## config.mk

```make
export PLATFORM = sky130hd
export DESIGN_NAME = rsc_div
export DESIGN_NICKNAME = d
export VERILOG_FILES = /design/src/rsc_pkg.sv /design/src/rsc_div.sv
export SDC_FILE = /design/constraint.sdc
export NUM_CORES = 1
export LEC_CHECK = 0
export ABC_AREA = 1
export BUFFER_PORTS_ARGS = -buffer_cell sky130_fd_sc_hd__buf_4
export CAP_MARGIN = 20
export CORE_MARGIN = 3
export CORE_UTILIZATION = 38
export DETAILED_ROUTE_END_ITERATION = 10
export GPL_TIMING_DRIVEN = 0
export PLACE_DENSITY_LB_ADDON = 0.3
export SLEW_MARGIN = 0
export SYNTH_ARGS = -nofsm -noshare
export SYNTH_HDL_FRONTEND = slang
export SYNTH_SLANG_ARGS = --single-unit
export TNS_END_PERCENT = 100
```

## constraint.sdc

```tcl
create_clock -name aclk -period 6.1 [get_ports aclk]
set_clock_uncertainty 0.15 [all_clocks]
set_input_delay 0.61 -clock aclk [delete_from_list [all_inputs] [get_ports aclk]]
set_output_delay 0.61 -clock aclk [all_outputs]
set_load 0.005 [all_outputs]
```

## src/rsc_pkg.sv

```systemverilog
// Shared types and constants for the return series covariance block.
// Used by rsc_div and return_series_covariance; depends on nothing.
package rsc_pkg;

    // request kinds on the input stream
    localparam logic [1:0] KIND_BAR     = 2'd0;
    localparam logic [1:0] KIND_COMPUTE = 2'd1;
    localparam logic [1:0] KIND_CLEAR   = 2'd2;

    // configuration register indexes
    localparam logic [1:0] REG_HIST_LIMIT  = 2'd0;
    localparam logic [1:0] REG_MIN_RETURNS = 2'd1;
    localparam logic [1:0] REG_FALLBACK    = 2'd2;

    localparam int KIND_W     = 2;
    localparam int ASSET_W    = 3;
    localparam int PRICE_W    = 32;
    localparam int COUNT_W    = 4;
    localparam int CFG_IDX_W  = 2;
    localparam int CFG_DATA_W = 47;
    localparam int HIST_W     = 9;
    localparam int RET_W      = 32;
    localparam int MEAN_W     = 48;
    localparam int COV_W      = 48;
    localparam int ROW_W      = 3;
    localparam int S_TDATA_W  = 40;
    localparam int M_TDATA_W  = 56;
    localparam int RET_FRAC   = 24;
    localparam int PROD_SHIFT = 16;
    localparam int DIV_NUM_W  = 64;
    localparam int DIV_DEN_W  = 32;

    localparam int DEF_ASSET_SLOTS = 8;
    localparam int DEF_MAX_HISTORY = 256;

    localparam logic [HIST_W-1:0]     DEF_HIST_LIMIT  = 9'd256;
    localparam logic [HIST_W-1:0]     DEF_MIN_RETURNS = 9'd20;
    localparam logic [CFG_DATA_W-1:0] DEF_FALLBACK    = 47'd429497;

    localparam logic [63:0] RET_MAX = 64'd2147483647;
    localparam logic [63:0] COV_MAX = 64'd140737488355327;
    localparam logic [63:0] COV_NEG = 64'd140737488355328;

endpackage

```

## src/rsc_div.sv

```systemverilog
// Radix-2 restoring divider, one quotient bit per clock.
// Depends on rsc_pkg for default widths.
module rsc_div
    import rsc_pkg::*;
#(
    parameter int NUM_W = DIV_NUM_W,
    parameter int DEN_W = DIV_DEN_W
) (
    input  logic             aclk,
    input  logic             aresetn,
    input  logic             start,
    input  logic [NUM_W-1:0] num,
    input  logic [DEN_W-1:0] den,
    output logic             done,
    output logic [NUM_W-1:0] quo
);
    localparam int CNT_W = $clog2(NUM_W + 1);

    logic [DEN_W-1:0] rem_reg;
    logic [DEN_W-1:0] den_reg;
    logic [NUM_W-1:0] quo_reg;
    logic [CNT_W-1:0] cnt_reg;
    logic             busy_reg;
    logic             done_reg;
    logic [DEN_W:0]   trial;
    logic             fits;

    // shift in the next numerator bit and try a subtract
    assign trial = {rem_reg, quo_reg[NUM_W-1]};
    assign fits  = trial >= {1'b0, den_reg};

    always_ff @(posedge aclk) begin
        if (!aresetn) begin
            busy_reg <= 1'b0;
            done_reg <= 1'b0;
            cnt_reg  <= '0;
        end else begin
            done_reg <= 1'b0;
            if (start) begin
                busy_reg <= 1'b1;
                cnt_reg  <= '0;
                rem_reg  <= '0;
                den_reg  <= den;
                quo_reg  <= num;
            end else if (busy_reg) begin
                rem_reg <= fits ? DEN_W'(trial - {1'b0, den_reg}) : DEN_W'(trial);
                quo_reg <= {quo_reg[NUM_W-2:0], fits};
                cnt_reg <= cnt_reg + 1'b1;
                if (cnt_reg == CNT_W'(NUM_W - 1)) begin
                    busy_reg <= 1'b0;
                    done_reg <= 1'b1;
                end
            end
        end
    end

    assign done = done_reg;
    assign quo  = quo_reg;

endmodule

```

* Word level (Yosys, flattened, before mapping)
Cells that the tools add are included.
Cells by class: add/subtract/negate cells 2, $mul 0, divide/modulo/power cells 0, order comparisons 1, equal/unequal tests 1, shifts and indexed selects 0, muxes and demuxes 8, bitwise operators 2, reductions and logical operators 5
Operators with widths (number):
- $mux W64 | 2
- $mux W32 | 2
- $ge A33 B32 Y1 | 1
- $sub A32 B32 Y32 | 1
- $add A7 B1 Y7 const B | 1
- $eq A7 B6 Y1 const B | 1
- $mux W1 | 4
- $reduce_and A2 Y1 | 2
- $reduce_or A3 Y1 | 1
- $not A1 Y1 | 2
- $reduce_bool A2 Y1 | 1
- $reduce_or A2 Y1 | 1
Word-level totals: bits in registers 137, bits in latches 0, bits in writable memories 0, bits in read-only memories 0, bits of input ports 99, output and inout bits 65, word-level logic and storage cells 25, memories 0

* Depth between registers and ports, before layout
depth in word-level cells 4, gate-level depth with buffers 17

* Least setup slack after synthesis
Ideal clock, no wire load.
kind input to register, start input port start, end register busy_reg, arrival 6060 ps, slack -188 ps, stages 4, path buffers 0, cell sequence clkinv_1 a21oi_1 o21ai_0 inv_1
On the way: cells in the longest elaborated chain, start to end 1
Ends and longest elaborated chain:
- from (decl) | RTL line rsc_div.sv:11 | input logic start,
- $mux W1 | RTL line rsc_div.sv:39 | if (start) begin
- to (signal assigned) | RTL line rsc_div.sv:34 | busy_reg <= 1'b0;
- to (signal assigned) | RTL line rsc_div.sv:40 | busy_reg <= 1'b1;
- to (signal assigned) | RTL line rsc_div.sv:50 | busy_reg <= 1'b0;
- to (decl) | RTL line rsc_div.sv:23 | logic busy_reg;
Every way passes these cells. A chain may end at the register's enable or synchronous reset.

* Worst setup path after layout
start register rem_reg[1], end register rem_reg[0], data pin
On the way: cells in the longest elaborated chain, start to end 3
Ends and longest elaborated chain:
- from (decl) | RTL line rsc_div.sv:19 | logic [DEN_W-1:0] rem_reg;
- from (signal assigned) | RTL line rsc_div.sv:46 | rem_reg <= fits ? DEN_W'(trial - {1'b0, den_reg}) : DEN_W'(trial);
- $ge A33 B32 Y1 | RTL line rsc_div.sv:30 | assign fits = trial >= {1'b0, den_reg};
- $mux W32 | RTL line rsc_div.sv:46
- $mux W32 | RTL line rsc_div.sv:45 | end else if (busy_reg) begin
Every way passes these cells. The select of a mux whose other input is x is not followed.

==> run_summary.xml <==
<?xml version="1.0" encoding="UTF-8"?>
<metrics>
  <group name="sta">
    <metric name="unrepaired_setup_endpoints_after_global_routing" unit="">no</metric>
    <metric name="timing.fmax" unit="MHz">382</metric>
    <metric name="fin_hold_ws" unit="ns">0.204</metric>
    <metric name="final_critical_path_required_period" unit="ns">2.62</metric>
    <metric name="layout_worst_path_cycle_share" unit="%">42.9</metric>
    <metric name="hold_violation_total_from_the_final_report" unit="">0</metric>
    <metric name="fin_tns_setup" unit="ns">0</metric>
    <metric name="worst-slew-pin-transition" unit="ns">0.858</metric>
    <metric name="finalWorstSetupSlack" unit="ns">3.48</metric>
    <metric name="maxSlewHeadroom" unit="%">42.6</metric>
    <metric name="final_max_slew_viol_count" unit="">0</metric>
    <metric name="setup-violations-final" unit="">0</metric>
  </group>
  <group name="yosys">
    <metric name="postSynthNetCount" unit="">1254</metric>
    <metric name="post_synth_main_area_contributors" unit="">edfxtp_1 45%, nand2_1 22%, inv_1 7.4%</metric>
    <metric name="yosysWarningCount" unit="">0</metric>
    <metric name="syn_avg_cell_area" unit="um^2">7.60</metric>
    <metric name="synth.lib_cells_used.distinct" unit="">36</metric>
    <metric name="share_of_synthesized_flip_flops_with_an_asynchronous_set_or_reset" unit="%">0</metric>
    <metric name="yosys.cell_count.top_type" unit="">nand2_1</metric>
    <metric name="synthesized_cell_area" unit="mm^2">0.00852</metric>
    <metric name="synth_enable_flop_cells" unit="">128</metric>
    <metric name="netlist_top_cells_count" unit="">494 x nand2_1, 169 x inv_1, 128 x edfxtp_1</metric>
    <metric name="synth_largest_area_cell" unit="">edfxtp_1</metric>
    <metric name="synth-seq-area-share" unit="%">47.3</metric>
    <metric name="synth_ff_type" unit="">edfxtp_1</metric>
    <metric name="post-synth-top-area-fraction" unit="%">45.1</metric>
    <metric name="ys_ff_latch" unit="">137</metric>
    <metric name="synth_cells" unit="">1121</metric>
  </group>
  <group name="clock_tree">
    <metric name="cts.hold.buffers_added" unit="">0</metric>
    <metric name="postCtsResizedCells" unit="">0</metric>
    <metric name="ctsHtreeMaxLevel" unit="">4</metric>
    <metric name="clock_insertion_delay_at_the_later_pin_of_the_skew_report" unit="ns">0.43</metric>
    <metric name="clock_sinks" unit="">137</metric>
    <metric name="cts_tree" unit="">done</metric>
    <metric name="clock_tree.root_cell" unit="">clkbuf_16</metric>
    <metric name="numCtsBuffers" unit="">17</metric>
    <metric name="post-cts-setup-buffer-count" unit="">0</metric>
    <metric name="maximum_clock_insertion_buffer_count" unit="">2</metric>
    <metric name="clk_pin_slew_worst_paths" unit="ns">0.07</metric>
  </group>
  <group name="die">
    <metric name="row_count" unit="">54</metric>
    <metric name="design.core.area" unit="mm^2">0.0219</metric>
    <metric name="chipHeight" unit="um">156</metric>
    <metric name="chipWidth" unit="um">156</metric>
    <metric name="num_io_pins" unit="">164</metric>
    <metric name="floorplan.die_area" unit="mm^2">0.0242</metric>
    <metric name="start_util" unit="%">38.9</metric>
  </group>
  <group name="critical_path">
    <metric name="critPathCaptureType" unit="">flop</metric>
    <metric name="timing.critical_path.max_delay_family" unit="">simple AND/OR/NAND/NOR gates</metric>
    <metric name="critical_path.cell_chain" unit="">ha_1 -&gt; buf_6 -&gt; nand2_1 -&gt; nand2_1 -&gt; nand2_1 -&gt; nand2_1 -&gt; nand2_1 -&gt; nand3_2 -&gt; nand2_2 -&gt; nand2_4 -&gt; nand2_8 -&gt; buf_2 -&gt; nand3_1 -&gt; nand2_1 -&gt; nor2_1</metric>
    <metric name="critPathRequiredTime" unit="ns">6.13</metric>
    <metric name="cp_slowest_stage_delay" unit="ns">0.43</metric>
    <metric name="critical_path_class" unit="">flop to flop</metric>
    <metric name="critical_path_arrival" unit="ns">2.65</metric>
    <metric name="crit_path_start_kind" unit="">flop</metric>
    <metric name="crit_buf_inv" unit="">2</metric>
    <metric name="cpMaxStageDelayCell" unit="">edfxtp_1</metric>
    <metric name="worst_path_most_repeated_cell" unit="">nand2_1</metric>
    <metric name="critical_path_fanout_max" unit="">10</metric>
  </group>
  <group name="pwr">
    <metric name="power_per_cell_area" unit="mW/mm^2">271</metric>
    <metric name="netSwitchingPower" unit="uW">916</metric>
    <metric name="power.combinational.fraction" unit="%">24.6</metric>
    <metric name="leakagePower" unit="nW">5.52</metric>
    <metric name="ir_worst_vdd" unit="mV">0.182</metric>
    <metric name="share_of_power_burned_in_the_clock_network" unit="%">36.1</metric>
    <metric name="power.share.sequential" unit="%">39.3</metric>
    <metric name="power.switching_fraction" unit="%">31.3</metric>
    <metric name="power.internal" unit="mW">2.02</metric>
    <metric name="total_power" unit="mW">2.93</metric>
  </group>
  <group name="final_layout">
    <metric name="areaGrowthSynthToFinish" unit="%">27.0</metric>
    <metric name="largest_register_ff_count" unit="">64</metric>
    <metric name="layout.core_utilization" unit="%">49.4</metric>
    <metric name="antenna_cells" unit="">0</metric>
    <metric name="stdcell_count" unit="">1600</metric>
    <metric name="layout.nets" unit="">1441</metric>
    <metric name="finalInstanceArea" unit="mm^2">0.0108</metric>
    <metric name="drive_above_1_share" unit="%">19.5</metric>
  </group>
  <group name="global_route">
    <metric name="grtUsageTotal" unit="%">19.5</metric>
    <metric name="first_pass_grt_wire_length" unit="mm">37.6</metric>
    <metric name="grt.overflow.total" unit="">0</metric>
    <metric name="grt_max_degree" unit="">30</metric>
    <metric name="initial_antenna_violation_count" unit="">0</metric>
    <metric name="grt_pass1_vias" unit="">7403</metric>
  </group>
  <group name="place">
    <metric name="placed_cells" unit="">1569</metric>
    <metric name="io_buffers" unit="">163</metric>
    <metric name="global_placement_routability_congestion" unit="">0.914</metric>
    <metric name="dp_slack" unit="ns">3.32</metric>
    <metric name="detailedPlacementHpwl" unit="mm">18.3</metric>
    <metric name="dpl_cell_area" unit="mm^2">0.0102</metric>
  </group>
  <group name="detailed_routing">
    <metric name="drc" unit="">0</metric>
    <metric name="viasPerCell" unit="">4.58</metric>
    <metric name="final_ant_viol_nets" unit="">0</metric>
    <metric name="post_drt_wl_per_cell" unit="um">14.5</metric>
    <metric name="total_detailed_routing_wirelength" unit="mm">23.2</metric>
    <metric name="drt-pass1-iter-count" unit="">5</metric>
    <metric name="route.vias.total" unit="">7335</metric>
    <metric name="first_iter_violations" unit="">438</metric>
  </group>
  <group name="hold_path">
    <metric name="hold_crit_path_type" unit="">primary input to flop</metric>
  </group>
  <group name="run_status">
    <metric name="status" unit="">complete, no violations</metric>
  </group>
  <group name="flow_run">
    <metric name="cap_viol_max_count" unit="">0</metric>
  </group>
</metrics>
==> cells in the final DEF, fill, tap and decap left out, types with 3 or more instances in the layout <==
master and count:
buf_4 164, buf_16 4, and2_1 8, inv_2 9, nor2_1 89, a21oi_1 23
nand2_1 494, buf_2 3, clkbuf_16 17, nand3_1 30, inv_1 169, xor2_1 13
nand3b_1 23, ha_1 33, dfxtp_1 9, nand4_1 5, clkbuf_1 16, edfxtp_1 128
nand2_2 7, nor2_2 24, nor3_1 9, inv_6 6, buf_6 4
==> power by group through the flow <==
| stage | registers (mW) | clock network (mW) | logic [mW] |
|---|---|---|---|
| after floorplan | 1.17 | 0 | 0.474 |
| after global placement | 1.18 | 0 | 0.702 |
| after detailed placement | 1.17 | 0 | 0.723 |
| after CTS | 1.15 | 1.07 | 0.725 |
| after global routing | 1.16 | 1.11 | 0.820 |
| final | 1.15 | 1.06 | 0.720 |
==> cell type report <==
cell class / count / area [um^2]
repair buffers: 168 / 1350
inverters: 181 / 684
clock buffers: 17 / 425
flip-flops and latches: 137 / 4020
plain buffers: 25 / 131
fillers: 2170 / 11100
multi-input cells: 778 / 3690
clock inverters: 14 / 160
well taps: 280 / 350
==> logic make-up after synthesis <==
family / Yosys count / synth area share (%)
AOI/OAI and AO/OA: 29 / 1.81
xor gates and xnor gates: 15 / 1.54
adders and majority gates: 34 / 5.08
buffers and inverters: 206 / 9.58
DFF: 137 / 47.3
and+or+nand+nor: 700 / 34.7
==> path summary, 6_finish.rpt <==
check,start,end,depth (start not counted),slack [ns]
worst max register to register,rem_reg[1],rem_reg[0],15,3.48
worst min-delay path,den[22],den_reg[22],1,0.20
worst min register to register,cnt_reg[1],cnt_reg[1],2,0.34
worst max-delay path,rem_reg[1],rem_reg[0],15,3.48
==> per-layer routing <==
layer | global-route usage (%) | vias to the layer above | wire length (um)
met5 | 0 | - | 0
met4 | 3.46 | 0 | 180
met3 | 6.99 | 18 | 2020
met2 | 33.1 | 193 | 10800
met1 | 24.2 | 3286 | 10200
li1 | - | 3838 | -
==> worst register-to-register path, cell delays in order, from the launching register on <==
cell and delay [ns]:
edfxtp_1 0.43, ha_1 0.35, buf_6 0.14, nand2_1 0.05, nand2_1 0.05, nand2_1 0.07, nand2_1 0.05, nand2_1 0.06
nand3_2 0.15, nand2_2 0.14, nand2_4 0.08, nand2_8 0.10, buf_2 0.29, nand3_1 0.12, nand2_1 0.08, nor2_1 0.05
(Power assumes the default switching activity.)
